==> src/hdl/lsps_pkg.sv <==
package lsps_pkg;

   localparam int INTEGRAL_WIDTH_DEF = 24;

   localparam int SENSOR_W  = 8;
   localparam int BIAS_W    = 6;
   localparam int DELTA_W   = BIAS_W + 1;
   localparam int ZONE_W    = 3;
   localparam int GAIN_W    = 16;
   localparam int BASE_W    = 8;
   localparam int DRIVE_W   = 24;
   localparam int CSR_IDX_W = 2;
   localparam int CSR_DAT_W = 16;

   // Zone codes.
   localparam logic [ZONE_W-1:0] ZONE_NONE    = 3'd0;
   localparam logic [ZONE_W-1:0] ZONE_CENTRED = 3'd1;
   localparam logic [ZONE_W-1:0] ZONE_SMALL   = 3'd2;
   localparam logic [ZONE_W-1:0] ZONE_MEDIUM  = 3'd3;
   localparam logic [ZONE_W-1:0] ZONE_LARGE   = 3'd4;
   localparam logic [ZONE_W-1:0] ZONE_STOP    = 3'd5;

   // Configuration register indexes.
   localparam logic [CSR_IDX_W-1:0] CSR_PROP_GAIN  = 2'd0;
   localparam logic [CSR_IDX_W-1:0] CSR_INTEG_GAIN = 2'd1;
   localparam logic [CSR_IDX_W-1:0] CSR_DERIV_GAIN = 2'd2;
   localparam logic [CSR_IDX_W-1:0] CSR_BASE_SPEED = 2'd3;

   localparam logic signed [GAIN_W-1:0] PROP_GAIN_RST  = 16'sd26;
   localparam logic signed [GAIN_W-1:0] INTEG_GAIN_RST = 16'sd0;
   localparam logic signed [GAIN_W-1:0] DERIV_GAIN_RST = 16'sd0;
   localparam logic [BASE_W-1:0]        BASE_SPEED_RST = 8'd50;

   localparam logic [SENSOR_W-1:0] PAT_ALL_ON = 8'hFF;

   typedef struct packed {
      logic                     hit;
      logic signed [BIAS_W-1:0] bias;
      logic [ZONE_W-1:0]        zone;
   } pat_entry_type;

   // Off-center patterns, bias in half-units.
   function automatic pat_entry_type pat_lookup(input logic [SENSOR_W-1:0] s);
      pat_entry_type e;
      e = '{hit: 1'b1, bias: '0, zone: ZONE_NONE};
      case (s)
         8'hF3:   begin e.bias = -6'sd4;  e.zone = ZONE_SMALL;  end
         8'hFB:   begin e.bias = -6'sd6;  e.zone = ZONE_SMALL;  end
         8'hCF:   begin e.bias = 6'sd4;   e.zone = ZONE_SMALL;  end
         8'hDF:   begin e.bias = 6'sd6;   e.zone = ZONE_SMALL;  end
         8'hF9:   begin e.bias = -6'sd7;  e.zone = ZONE_MEDIUM; end
         8'hFD:   begin e.bias = -6'sd8;  e.zone = ZONE_MEDIUM; end
         8'h9F:   begin e.bias = 6'sd7;   e.zone = ZONE_MEDIUM; end
         8'hBF:   begin e.bias = 6'sd8;   e.zone = ZONE_MEDIUM; end
         8'h3F:   begin e.bias = 6'sd13;  e.zone = ZONE_LARGE;  end
         8'h7F:   begin e.bias = 6'sd20;  e.zone = ZONE_LARGE;  end
         8'hFC:   begin e.bias = -6'sd13; e.zone = ZONE_LARGE;  end
         8'hFE:   begin e.bias = -6'sd20; e.zone = ZONE_LARGE;  end
         default: e.hit = 1'b0;
      endcase
      return e;
   endfunction

endpackage

==> src/hdl/line_sensor_pid_steering.sv <==
// An accepted sensor item reaches its result on rsp_ through the registered stages named below.
// Throughput: one item per cycle; the decode/integral, multiply and
// round/saturate stages each hold one item and advance whenever downstream frees.
// Reset (synchronous, active high) empties the pipeline, clears the integral,
// held bias, previous bias and zone, and loads the default gains and base speed.
module line_sensor_pid_steering #(
   parameter int INTEGRAL_WIDTH = lsps_pkg::INTEGRAL_WIDTH_DEF
) (
   input  logic                                clock,
   input  logic                                reset,
   input  logic                                req_valid,
   output logic                                req_ready,
   input  logic [lsps_pkg::SENSOR_W-1:0]       req_sensor_bits,
   output logic                                rsp_valid,
   input  logic                                rsp_ready,
   output logic signed [lsps_pkg::DRIVE_W-1:0] rsp_left_drive,
   output logic signed [lsps_pkg::DRIVE_W-1:0] rsp_right_drive,
   output logic [lsps_pkg::ZONE_W-1:0]         rsp_zone,
   output logic                                rsp_motors_off,
   input  logic                                csr_valid,
   output logic                                csr_ready,
   input  logic [lsps_pkg::CSR_IDX_W-1:0]      csr_index,
   input  logic [lsps_pkg::CSR_DAT_W-1:0]      csr_wdata
);
   import lsps_pkg::*;

   logic signed [GAIN_W-1:0] prop_gain_ff;
   logic signed [GAIN_W-1:0] integ_gain_ff;
   logic signed [GAIN_W-1:0] deriv_gain_ff;
   logic [BASE_W-1:0]        base_speed_ff;

   logic                              trk_valid, trk_ready;
   logic signed [BIAS_W-1:0]          trk_bias;
   logic signed [INTEGRAL_WIDTH-1:0]  trk_integral;
   logic signed [DELTA_W-1:0]         trk_delta;
   logic [ZONE_W-1:0]                 trk_zone;

   logic                                     mul_valid, mul_ready;
   logic signed [GAIN_W+BIAS_W-1:0]          mul_p;
   logic signed [GAIN_W+INTEGRAL_WIDTH-1:0]  mul_i;
   logic signed [GAIN_W+DELTA_W-1:0]         mul_d;
   logic [ZONE_W-1:0]                        mul_zone;

   assign csr_ready = 1'b1;

   always_ff @(posedge clock) begin
      if (reset) begin
         prop_gain_ff  <= PROP_GAIN_RST;
         integ_gain_ff <= INTEG_GAIN_RST;
         deriv_gain_ff <= DERIV_GAIN_RST;
         base_speed_ff <= BASE_SPEED_RST;
      end else if (csr_valid && csr_ready) begin
         case (csr_index)
            CSR_PROP_GAIN:  prop_gain_ff  <= csr_wdata;
            CSR_INTEG_GAIN: integ_gain_ff <= csr_wdata;
            CSR_DERIV_GAIN: deriv_gain_ff <= csr_wdata;
            CSR_BASE_SPEED: base_speed_ff <= csr_wdata[BASE_W-1:0];
            default: ;
         endcase
      end
   end

   lsps_track #(.INTEGRAL_WIDTH(INTEGRAL_WIDTH)) u_track (
      .clock        (clock),
      .reset        (reset),
      .in_valid     (req_valid),
      .in_ready     (req_ready),
      .sensor_bits  (req_sensor_bits),
      .out_valid    (trk_valid),
      .out_ready    (trk_ready),
      .out_bias     (trk_bias),
      .out_integral (trk_integral),
      .out_delta    (trk_delta),
      .out_zone     (trk_zone)
   );

   lsps_mult #(.INTEGRAL_WIDTH(INTEGRAL_WIDTH)) u_mult (
      .clock      (clock),
      .reset      (reset),
      .in_valid   (trk_valid),
      .in_ready   (trk_ready),
      .prop_gain  (prop_gain_ff),
      .integ_gain (integ_gain_ff),
      .deriv_gain (deriv_gain_ff),
      .bias       (trk_bias),
      .integral   (trk_integral),
      .delta      (trk_delta),
      .zone       (trk_zone),
      .out_valid  (mul_valid),
      .out_ready  (mul_ready),
      .out_p      (mul_p),
      .out_i      (mul_i),
      .out_d      (mul_d),
      .out_zone   (mul_zone)
   );

   lsps_drive #(.INTEGRAL_WIDTH(INTEGRAL_WIDTH)) u_drive (
      .clock       (clock),
      .reset       (reset),
      .in_valid    (mul_valid),
      .in_ready    (mul_ready),
      .base_speed  (base_speed_ff),
      .p           (mul_p),
      .i           (mul_i),
      .d           (mul_d),
      .zone        (mul_zone),
      .out_valid   (rsp_valid),
      .out_ready   (rsp_ready),
      .left_drive  (rsp_left_drive),
      .right_drive (rsp_right_drive),
      .out_zone    (rsp_zone),
      .motors_off  (rsp_motors_off)
   );

endmodule

==> src/hdl/lsps_track.sv <==
module lsps_track #(
   parameter int INTEGRAL_WIDTH = lsps_pkg::INTEGRAL_WIDTH_DEF
) (
   input  logic                                  clock,
   input  logic                                  reset,
   input  logic                                  in_valid,
   output logic                                  in_ready,
   input  logic [lsps_pkg::SENSOR_W-1:0]         sensor_bits,
   output logic                                  out_valid,
   input  logic                                  out_ready,
   output logic signed [lsps_pkg::BIAS_W-1:0]    out_bias,
   output logic signed [INTEGRAL_WIDTH-1:0]      out_integral,
   output logic signed [lsps_pkg::DELTA_W-1:0]   out_delta,
   output logic [lsps_pkg::ZONE_W-1:0]           out_zone
);
   import lsps_pkg::*;

   localparam int W = INTEGRAL_WIDTH;

   logic                       accept;
   pat_entry_type              entry;
   logic                       centre;
   logic                       all_on;
   logic                       active;
   logic signed [BIAS_W-1:0]   bias_new;
   logic [ZONE_W-1:0]          zone_new;
   logic signed [W-1:0]        integ_base;
   logic signed [W:0]          integ_sum;
   logic signed [W-1:0]        integ_sat;

   logic signed [W-1:0]        integral_ff, integral_in;
   logic signed [BIAS_W-1:0]   held_bias_ff, held_bias_in;
   logic signed [BIAS_W-1:0]   prev_bias_ff, prev_bias_in;
   logic [ZONE_W-1:0]          held_zone_ff, held_zone_in;

   logic                       valid_ff, valid_in;
   logic signed [BIAS_W-1:0]   bias_ff;
   logic signed [W-1:0]        integ_ff;
   logic signed [DELTA_W-1:0]  delta_ff;
   logic [ZONE_W-1:0]          zone_ff;

   assign in_ready = !valid_ff || out_ready;
   assign accept   = in_valid && in_ready;

   always_comb begin
      entry  = pat_lookup(sensor_bits);
      centre = (sensor_bits[4:3] == 2'b00);
      all_on = (sensor_bits == PAT_ALL_ON);

      if (centre) begin
         bias_new = '0;
         zone_new = ZONE_CENTRED;
      end else if (all_on) begin
         bias_new = held_bias_ff;
         zone_new = ZONE_STOP;
      end else if (entry.hit) begin
         bias_new = entry.bias;
         zone_new = entry.zone;
      end else begin
         bias_new = held_bias_ff;
         zone_new = held_zone_ff;
      end

      active     = (zone_new != ZONE_STOP);
      integ_base = (centre || all_on) ? '0 : integral_ff;
      integ_sum  = {integ_base[W-1], integ_base}
                 + {{(W + 1 - BIAS_W){bias_new[BIAS_W-1]}}, bias_new};

      // One overflow bit is enough: the bias is far smaller than the range.
      if (integ_sum[W] != integ_sum[W-1]) begin
         integ_sat = integ_sum[W] ? {1'b1, {(W-1){1'b0}}} : {1'b0, {(W-1){1'b1}}};
      end else begin
         integ_sat = integ_sum[W-1:0];
      end

      integral_in  = active ? integ_sat : integ_base;
      prev_bias_in = active ? bias_new : prev_bias_ff;
      held_bias_in = bias_new;
      held_zone_in = zone_new;
      valid_in     = accept ? 1'b1 : (out_ready ? 1'b0 : valid_ff);
   end

   always_ff @(posedge clock) begin
      if (reset) begin
         integral_ff  <= '0;
         held_bias_ff <= '0;
         prev_bias_ff <= '0;
         held_zone_ff <= ZONE_NONE;
         valid_ff     <= 1'b0;
      end else begin
         valid_ff <= valid_in;
         if (accept) begin
            integral_ff  <= integral_in;
            held_bias_ff <= held_bias_in;
            prev_bias_ff <= prev_bias_in;
            held_zone_ff <= held_zone_in;
         end
      end
   end

   always_ff @(posedge clock) begin
      if (accept) begin
         bias_ff  <= bias_new;
         integ_ff <= integral_in;
         delta_ff <= {bias_new[BIAS_W-1], bias_new} - {prev_bias_ff[BIAS_W-1], prev_bias_ff};
         zone_ff  <= zone_new;
      end
   end

   assign out_valid    = valid_ff;
   assign out_bias     = bias_ff;
   assign out_integral = integ_ff;
   assign out_delta    = delta_ff;
   assign out_zone     = zone_ff;

endmodule

==> src/hdl/lsps_mult.sv <==
module lsps_mult #(
   parameter int INTEGRAL_WIDTH = lsps_pkg::INTEGRAL_WIDTH_DEF
) (
   input  logic                                       clock,
   input  logic                                       reset,
   input  logic                                       in_valid,
   output logic                                       in_ready,
   input  logic signed [lsps_pkg::GAIN_W-1:0]         prop_gain,
   input  logic signed [lsps_pkg::GAIN_W-1:0]         integ_gain,
   input  logic signed [lsps_pkg::GAIN_W-1:0]         deriv_gain,
   input  logic signed [lsps_pkg::BIAS_W-1:0]         bias,
   input  logic signed [INTEGRAL_WIDTH-1:0]           integral,
   input  logic signed [lsps_pkg::DELTA_W-1:0]        delta,
   input  logic [lsps_pkg::ZONE_W-1:0]                zone,
   output logic                                       out_valid,
   input  logic                                       out_ready,
   output logic signed [lsps_pkg::GAIN_W+lsps_pkg::BIAS_W-1:0]  out_p,
   output logic signed [lsps_pkg::GAIN_W+INTEGRAL_WIDTH-1:0]    out_i,
   output logic signed [lsps_pkg::GAIN_W+lsps_pkg::DELTA_W-1:0] out_d,
   output logic [lsps_pkg::ZONE_W-1:0]                out_zone
);
   import lsps_pkg::*;

   localparam int PW = GAIN_W + BIAS_W;
   localparam int IW = GAIN_W + INTEGRAL_WIDTH;
   localparam int DW = GAIN_W + DELTA_W;

   logic                 accept;
   logic                 valid_ff, valid_in;
   logic signed [PW-1:0] p_ff, p_in;
   logic signed [IW-1:0] i_ff, i_in;
   logic signed [DW-1:0] d_ff, d_in;
   logic [ZONE_W-1:0]    zone_ff;

   assign in_ready = !valid_ff || out_ready;
   assign accept   = in_valid && in_ready;

   always_comb begin
      p_in     = prop_gain * bias;
      i_in     = integ_gain * integral;
      d_in     = deriv_gain * delta;
      valid_in = accept ? 1'b1 : (out_ready ? 1'b0 : valid_ff);
   end

   always_ff @(posedge clock) begin
      if (reset) begin
         valid_ff <= 1'b0;
      end else begin
         valid_ff <= valid_in;
      end
   end

   always_ff @(posedge clock) begin
      if (accept) begin
         p_ff    <= p_in;
         i_ff    <= i_in;
         d_ff    <= d_in;
         zone_ff <= zone;
      end
   end

   assign out_valid = valid_ff;
   assign out_p     = p_ff;
   assign out_i     = i_ff;
   assign out_d     = d_ff;
   assign out_zone  = zone_ff;

endmodule

==> src/hdl/lsps_drive.sv <==
module lsps_drive #(
   parameter int INTEGRAL_WIDTH = lsps_pkg::INTEGRAL_WIDTH_DEF
) (
   input  logic                                       clock,
   input  logic                                       reset,
   input  logic                                       in_valid,
   output logic                                       in_ready,
   input  logic [lsps_pkg::BASE_W-1:0]                base_speed,
   input  logic signed [lsps_pkg::GAIN_W+lsps_pkg::BIAS_W-1:0]  p,
   input  logic signed [lsps_pkg::GAIN_W+INTEGRAL_WIDTH-1:0]    i,
   input  logic signed [lsps_pkg::GAIN_W+lsps_pkg::DELTA_W-1:0] d,
   input  logic [lsps_pkg::ZONE_W-1:0]                zone,
   output logic                                       out_valid,
   input  logic                                       out_ready,
   output logic signed [lsps_pkg::DRIVE_W-1:0]        left_drive,
   output logic signed [lsps_pkg::DRIVE_W-1:0]        right_drive,
   output logic [lsps_pkg::ZONE_W-1:0]                out_zone,
   output logic                                       motors_off
);
   import lsps_pkg::*;

   localparam int PW = GAIN_W + BIAS_W;
   localparam int IW = GAIN_W + INTEGRAL_WIDTH;
   localparam int DW = GAIN_W + DELTA_W;
   localparam int SW = INTEGRAL_WIDTH + GAIN_W + 2;
   localparam int FW = SW + 1;

   localparam logic signed [DRIVE_W-1:0] DRIVE_MAX = {1'b0, {(DRIVE_W-1){1'b1}}};
   localparam logic signed [DRIVE_W-1:0] DRIVE_MIN = {1'b1, {(DRIVE_W-1){1'b0}}};

   logic                      accept;
   logic                      stop;
   logic signed [SW-1:0]      sum;
   logic signed [SW-1:0]      pid;
   logic signed [FW-1:0]      base_ext;
   logic signed [FW-1:0]      pid_ext;
   logic signed [FW-1:0]      left_full;
   logic signed [FW-1:0]      right_full;
   logic signed [DRIVE_W-1:0] left_sat;
   logic signed [DRIVE_W-1:0] right_sat;

   logic                      valid_ff, valid_in;
   logic signed [DRIVE_W-1:0] left_ff, left_in;
   logic signed [DRIVE_W-1:0] right_ff, right_in;
   logic [ZONE_W-1:0]         zone_ff;
   logic                      off_ff, off_in;

   assign in_ready = !valid_ff || out_ready;
   assign accept   = in_valid && in_ready;

   always_comb begin
      // Products carry nine fraction bits; adding one and halving rounds half up.
      sum = {{(SW-PW){p[PW-1]}}, p} + {{(SW-IW){i[IW-1]}}, i}
          + {{(SW-DW){d[DW-1]}}, d} + SW'(1);
      pid = sum >>> 1;

      base_ext   = {{(FW-BASE_W-8){1'b0}}, base_speed, 8'h00};
      pid_ext    = {pid[SW-1], pid};
      left_full  = -(base_ext + pid_ext);
      right_full = base_ext - pid_ext;

      if (left_full > FW'(DRIVE_MAX)) begin
         left_sat = DRIVE_MAX;
      end else if (left_full < FW'(DRIVE_MIN)) begin
         left_sat = DRIVE_MIN;
      end else begin
         left_sat = left_full[DRIVE_W-1:0];
      end

      if (right_full > FW'(DRIVE_MAX)) begin
         right_sat = DRIVE_MAX;
      end else if (right_full < FW'(DRIVE_MIN)) begin
         right_sat = DRIVE_MIN;
      end else begin
         right_sat = right_full[DRIVE_W-1:0];
      end

      stop     = (zone == ZONE_STOP);
      left_in  = stop ? '0 : left_sat;
      right_in = stop ? '0 : right_sat;
      off_in   = stop;
      valid_in = accept ? 1'b1 : (out_ready ? 1'b0 : valid_ff);
   end

   always_ff @(posedge clock) begin
      if (reset) begin
         valid_ff <= 1'b0;
      end else begin
         valid_ff <= valid_in;
      end
   end

   always_ff @(posedge clock) begin
      if (accept) begin
         left_ff  <= left_in;
         right_ff <= right_in;
         zone_ff  <= zone;
         off_ff   <= off_in;
      end
   end

   assign out_valid   = valid_ff;
   assign left_drive  = left_ff;
   assign right_drive = right_ff;
   assign out_zone    = zone_ff;
   assign motors_off  = off_ff;

endmodule

==> config.mk <==
export PLATFORM = sky130hd
export DESIGN_NAME = line_sensor_pid_steering
export DESIGN_NICKNAME = d
export VERILOG_FILES = /design/src/hdl/lsps_pkg.sv /design/src/hdl/line_sensor_pid_steering.sv /design/src/hdl/lsps_track.sv /design/src/hdl/lsps_mult.sv /design/src/hdl/lsps_drive.sv
export SDC_FILE = /design/constraint.sdc
export NUM_CORES = 2
export LEC_CHECK = 0
export BUFFER_PORTS_ARGS = -buffer_cell sky130_fd_sc_hd__buf_4
export CORE_MARGIN = 2
export CORE_UTILIZATION = 65
export CTS_CLUSTER_DIAMETER = 40
export CTS_CLUSTER_SIZE = 16
export DETAILED_ROUTE_END_ITERATION = 6
export GPL_TIMING_DRIVEN = 0
export PLACE_DENSITY = 0.82
export SETUP_SLACK_MARGIN = 0.4
export SYNTH_ARGS = -nofsm -noshare
export SYNTH_HDL_FRONTEND = slang
export SYNTH_SLANG_ARGS = --single-unit
==> constraint.sdc <==
create_clock -name clock -period 11 [get_ports clock]
set_input_delay 1.1 -clock clock [delete_from_list [all_inputs] [get_ports clock]]
set_output_delay 1.1 -clock clock [all_outputs]
set_load 0.02 [all_outputs]
---- Yosys cells after proc, flatten, opt, wreduce, memory -nomap -nowiden ----
Cells that the tools add are included.
operators by class
  add/sub/neg operators ................... 8
  $mul .................................... 3
  order comparisons ....................... 4
  equality and inequality tests ........... 19
  multiplexer cells ....................... 22
  reduce and logical (&&, ||, !) cells .... 23
operators with widths
  kind                                                                    count
  24-bit 2-to-1 mux                                                       6
  9-bit case mux with 12 select lines                                     1
  8-bit == test, second input constant                                    11
  43-bit by 24-bit > comparator with 1-bit output, second input constant  2
  43-bit by 24-bit < comparator with 1-bit output, second input constant  2
  23-bit 2-to-1 mux                                                       2
  43-bit negator                                                          1
  17-bit by 41-bit adder with 42-bit output                               1
  42-bit by 1-bit adder with 42-bit output, second input constant         1
  42-bit adder                                                            1
  17-bit by 41-bit subtractor with 42-bit output                          1
  22-bit by 40-bit adder with 41-bit output                               1
  16-bit by 24-bit multiplier with 40-bit output                          1
  24-bit by 6-bit adder with 25-bit output                                1
  16-bit by 7-bit multiplier with 23-bit output                           1
  16-bit by 6-bit multiplier with 22-bit output                           1
  6-bit 2-to-1 mux                                                        3
  12-bit OR reduction                                                     1
  2-bit AND reduction                                                     5
  3-bit 2-to-1 mux                                                        3
  8-bit by 6-bit == test with 1-bit output, second input constant         1
  8-bit by 7-bit == test with 1-bit output, second input constant         1
  1-bit 2-to-1 mux                                                        7
  6-bit by 6-bit subtractor with 7-bit output                             1
  other kinds (11)                                                        23
word-level totals
  bits in registers ....................... 278
  input bits .............................. 31
  output and inout port bits .............. 55

---- Depth between registers and ports, before layout ----
  depth in word-level cells ............... 10
  mapped depth ............................ 40

---- By module ----
From an unflattened synthesis, not the netlist that was laid out.
second synthesis, totals
  cell total of the unflattened synthesis .. 4,655
  area, all modules ....................... 41,672.5 µm²
by module, submodules not included
  module                    times used  cells an instance  area each (µm²)
  lsps_mult                 1           2,393              23,162.2
  lsps_drive                1           1,363              10,657.7
  lsps_track                1           690                5,605.4
  line_sensor_pid_steering  1           209                2,247.2

---- Least setup slack after synthesis ----
Ideal clock, no wire load.
  path type ............................... input-to-reg
  start ................................... input rsp_ready
  end ..................................... register u_mult.d_ff[0] (netlist: u_mult.out_d[0]) (enable)
  data arrival time ....................... 7.566 ns
  required time ........................... 10.331 ns
  slack ................................... 2.765 ns
  stages on the path ...................... 2
  cells stage by stage .................... nor2b_1 > a21boi_0
on the way
  word-level cells in the longest chain between the ends .. 3
RTL lines
  item                     line                            source
  start, declared          line_sensor_pid_steering.sv:15  input logic rsp_ready,
  1-bit logical OR         lsps_drive.sv:48                assign in_ready = !valid_ff || out_ready;
  1-bit logical OR         lsps_mult.sv:35                 assign in_ready = !valid_ff || out_ready;
  1-bit logical AND        lsps_mult.sv:36                 assign accept = in_valid && in_ready;
  named net u_mult.accept  lsps_mult.sv:28                 logic accept;
  end signal, assigned     lsps_mult.sv:57                 d_ff <= d_in;
  end, declared            lsps_mult.sv:32                 logic signed [DW-1:0] d_ff, d_in;
The timed path passes the listed nets, and every way through them passes these cells.
A chain may end at the register's enable or synchronous reset.

---- Worst setup path after layout ----
  start ................................... register u_mult.i_ff[0] (netlist: u_mult.out_i[0])
  end ..................................... register u_drive.left_ff[22] (netlist: u_drive.left_drive[22]) (data pin)
on the way
  word-level cells in the longest chain between the ends .. 8
  elaborated cells between the ends (all ways) .. 9
  those cells by class .................... add/sub: 5; order compare: 2; mux: 2
RTL lines
  item                                             line              source
  start, declared                                  lsps_mult.sv:31   logic signed [IW-1:0] i_ff, i_in;
  start signal, assigned                           lsps_mult.sv:56   i_ff <= i_in;
  22-bit by 40-bit adder with 41-bit output (*)    lsps_drive.sv:53  sum = {{(SW-PW){p[PW-1]}}, p} + {{(SW-IW){i[IW-1]}}, i}
  42-bit adder (*)                                 lsps_drive.sv:54  + {{(SW-DW){d[DW-1]}}, d} + SW'(1);
  42-bit by 1-bit adder with 42-bit output (*)     lsps_drive.sv:54
  17-bit by 41-bit adder with 42-bit output (*)    lsps_drive.sv:59  left_full = -(base_ext + pid_ext);
  43-bit negator (*)                               lsps_drive.sv:59
  43-bit by 24-bit < comparator with 1-bit output  lsps_drive.sv:64  end else if (left_full < FW'(DRIVE_MIN)) begin
  24-bit 2-to-1 mux                                lsps_drive.sv:64
  23-bit 2-to-1 mux (*)                            lsps_drive.sv:62  if (left_full > FW'(DRIVE_MAX)) begin
  end signal, assigned                             lsps_drive.sv:95  left_ff <= left_in;
  end, declared                                    lsps_drive.sv:43  logic signed [DRIVE_W-1:0] left_ff, left_in;
Mark *: on every way between the ends. The rest lies on a longest branch, timed or not.

==> impl_metrics.py <==
metrics = {
    "floorplanning": {
        "fp.dieH_um": 252.9,
        "io_pins": 86,
        "dieArea_um2": 63940,
        "row_count": 91,
        "start_util_pct": 65.47,
        "core_um2": 61480,
        "die_w_um": 252.9,
    },
    "critical_path": {
        "setup.worst_path.end_class": "flip-flop",
        "max_stage_delay_ps": 740,
        "startpoint_type": "flip-flop",
        "crit_top_cell": "o21ai_0",
        "crit_fanout": 10,
        "crit_arrival_ps": 10040,
        "r2r_setup_slack_ps": 1270,
        "crit_slowest_cell": "a2111oi_0",
        "criticalPathCategory": "reg2reg",
        "required_ps": 11310,
    },
    "cells_and_area": {
        "area_delta_synth_final_pct": 8.309,
        "final_area_um2": 43600,
        "final_util_pct": 70.91,
        "nets": 5500,
        "layout-drive-gt1-share_pct": 6.027,
    },
    "timing": {
        "setup_viol": 0,
        "finalCriticalPeriod_ps": 9727,
        "rsz0062_at_grt": "false",
        "max_slew_margin_pct": 35.85,
        "slew_violations": 0,
        "finalHoldViolCount": 0,
        "max_freq_mhz": 102.8,
        "tightest_slew_ps": 962.3,
        "skew_ps": 54.56,
        "period_share_pct": 88.42,
        "layout_setup_ws_ps": 1273,
        "holdWs_ps": 430.3,
    },
    "yosys": {
        "synth_area_um2": 40250,
        "ys_ff_latch": 278,
        "synth_fp_nets": 5367,
        "netlist_instances": 4493,
        "yosysUniqueCellTypes": 107,
        "synthArstFlopShare_pct": 0,
        "synth_seq_area_share_pct": 18.30,
        "yosysWarnings": 0,
        "yosys_most_used_dff": "edfxtp_1",
        "avgSynthCellArea_um2": 8.959,
        "synth_edf_count": 180,
    },
    "detailed_routing": {
        "wl_per_cell_um": 18.95,
        "antenna_left": 0,
        "via_count": 32760,
        "drtIter0Drc": 2213,
        "vias_per_cell": 6.007,
        "wl_um": 103300,
        "drc": 0,
        "drt-pass1-iter-count": 6,
    },
    "clocking": {
        "cts_tree": "built",
        "cts_max_path_buffers": 3,
        "htreeDepth": 2,
        "postCtsSetupBuffers": 0,
        "holdBufCountCts": 0,
        "cts_buffers": 45,
        "clk_latency_ps": 630,
        "cts.clk_slew.worst_paths_ps": 60,
        "cts_resized": 0,
        "cts_root_buffer": "clkbuf_16",
        "cts_sinks": 278,
    },
    "place": {
        "place_area_um2": 42010,
        "post-place-ws_ps": 1507,
        "gp_congestion": 0.9643,
        "dp_hpwl_um": 83440,
        "port-buffer-count": 80,
    },
    "outcome": {
        "outcome": "finished, final reports clean",
    },
    "pwr": {
        "ir_drop_mv": 0.1581,
        "powerDensity_nw_per_um2": 170.0,
        "p_leak_nw": 20.20,
        "power_mw": 7.413,
    },
    "global_routing": {
        "antenna_found_initial": 1,
        "grt_pass1_wl_um": 168700,
        "grt_pass1_vias": 33150,
        "grt-ovfl-total": 0,
        "grt_use_total_pct": 33.27,
        "grt_max_degree": 40,
    },
    "hold_path": {
        "worstHoldPathType": "reg2reg",
    },
    "job": {
        "cap_violations": 0,
    },
}
==> synthesized netlist by cell type (10+ instances only) <==
library cell / count / share of area (%)
nand3_1: 69 / 0.86
a211oi_1: 27 / 0.50
nand2_1: 618 / 5.8
a21o_1: 63 / 1.2
ha_1: 314 / 9.8
inv_1: 628 / 5.9
nand3b_1: 11 / 0.21
and4_1: 10 / 0.22
and2_1: 263 / 4.1
nor2_1: 199 / 1.9
clkbuf_1: 147 / 1.4
a221o_1: 17 / 0.42
a211o_1: 15 / 0.33
a21oi_1: 228 / 2.8
nor2b_1: 24 / 0.37
a21boi_0: 10 / 0.19
a31oi_1: 24 / 0.37
or3_1: 26 / 0.40
o21a_1: 30 / 0.56
or2_2: 19 / 0.30
o21bai_1: 35 / 0.65
mux2i_1: 15 / 0.37
nand4_1: 34 / 0.53
nor3b_1: 15 / 0.28
o21ai_1: 12 / 0.15
o2111ai_1: 14 / 0.30
nor4_1: 27 / 0.42
edfxtp_1: 180 / 13
a21oi_2: 13 / 0.28
o31ai_1: 10 / 0.19
dfxtp_1: 98 / 4.9
xnor2_1: 190 / 4.1
o211ai_1: 20 / 0.37
nor3_1: 70 / 0.87
xor2_1: 50 / 1.1
nand2b_1: 79 / 1.2
and3_1: 23 / 0.36
o21ai_0: 129 / 1.6
fa_1: 529 / 26
o31a_1: 12 / 0.26
==> layout by cell type (no fill, tap or decap), drive strengths merged, types with 30 or more instances in the layout <==
master,synthesis,layout
inv,628,645
nand2,620,620
fa,529,529
ha,314,314
and2,263,263
a21oi,242,242
nor2,199,199
clkbuf,148,193
xnor2,191,191
edfxtp,180,180
o21ai,143,143
buf,17,103
dfxtp,98,98
nand2b,79,79
nor3,76,76
nand3,70,70
a21o,63,63
xor2,51,51
nand4,37,37
o21bai,35,35
nor4,35,35
a211oi,33,33
o21a,30,30
==> metrics by stage <==
step	instances	setup TNS, ps
global route	5452	0
finish	5454	0
global placement	5363	-2170
floorplan	4493	0
CTS	5452	0
detailed placement	5369	0
==> flip-flops by register name (all words and copies together) (netlist names), 6 cells and up <==
register / cells
u_mult.out_i: 40
u_drive.left_drive: 24
u_drive.right_drive: 24
u_track.integral_ff: 24
u_track.out_integral: 24
u_mult.out_d: 23
u_mult.out_p: 22
deriv_gain_ff: 16
integ_gain_ff: 16
prop_gain_ff: 16
base_speed_ff: 8
u_track.out_delta: 7
u_track.held_bias_ff: 6
u_track.out_bias: 6
u_track.prev_bias_ff: 6
==> critical path, delay by kind of cell, from the launching register on <==
family / cells / cell delay, ps
AO/OA/AOI/OAI: 18 / 4820
AND/OR/NAND/NOR: 10 / 2870
adder cells (fa/ha/maj): 3 / 970
flip-flops: 1 / 360
buffers and inverters: 2 / 230
XOR/XNOR: 1 / 140
==> kinds of logic after synthesis <==
family / count (synthesis) / share of synthesized area (%)
AO/OA/AOI/OAI: 781 / 13.23
XOR/XNOR: 242 / 5.303
adder cells (fa/ha/maj): 843 / 36.07
buffers and inverters: 793 / 7.531
flip-flops: 278 / 18.30
multiplexers: 20 / 0.5128
other: 1 / 0.009316
AND/OR/NAND/NOR: 1535 / 19.04
==> where the power goes <==
group | leakage [nW] | internal (mW) | switching [mW]
logic | 16.9 | 1.70 | 2.89
registers | 2.53 | 1.28 | 0.0851
clock network | 0.751 | 0.842 | 0.626
==> layout make-up <==
| cell class | instances | area (µm²) |
|---|---|---|
| Buffer | 165 | 675.6 |
| Clock buffer | 45 | 1126 |
| Tap cell | 790 | 988.4 |
| Antenna cell | 2 | 5.005 |
| Sequential cell | 278 | 7367 |
| Timing Repair Buffer | 86 | 743.2 |
| Inverter | 628 | 2357 |
| Clock inverter | 38 | 459.2 |
| Fill cell | 4741 | 17890 |
| Multi-Input combinational cell | 3422 | 29880 |
==> path summary, 6_finish.rpt <==
| check | startpoint | depth (start not counted) | to |
|---|---|---|---|
| setup / recovery | u_mult.out_i[0]$_DFFE_PP_ | 34 | u_drive.left_drive[22]$_SDFFCE_PP0P_ |
| setup reg to reg | u_mult.out_i[0]$_DFFE_PP_ | 34 | u_drive.left_drive[22]$_SDFFCE_PP0P_ |
| hold reg to reg | u_track.out_zone[1]$_DFFE_PP_ | 0 | u_mult.out_zone[1]$_DFFE_PP_ |
| hold / removal | u_track.out_zone[1]$_DFFE_PP_ | 0 | u_mult.out_zone[1]$_DFFE_PP_ |
==> layer usage <==
layer / track usage [%] / wire, µm
met5: 0.8494 / 89
met2: 55.69 / 48750
met1: 42.12 / 41240
met4: 14.79 / 5132
met3: 6.219 / 8127
No activity file was read; power rests on OpenSTA's default activity.
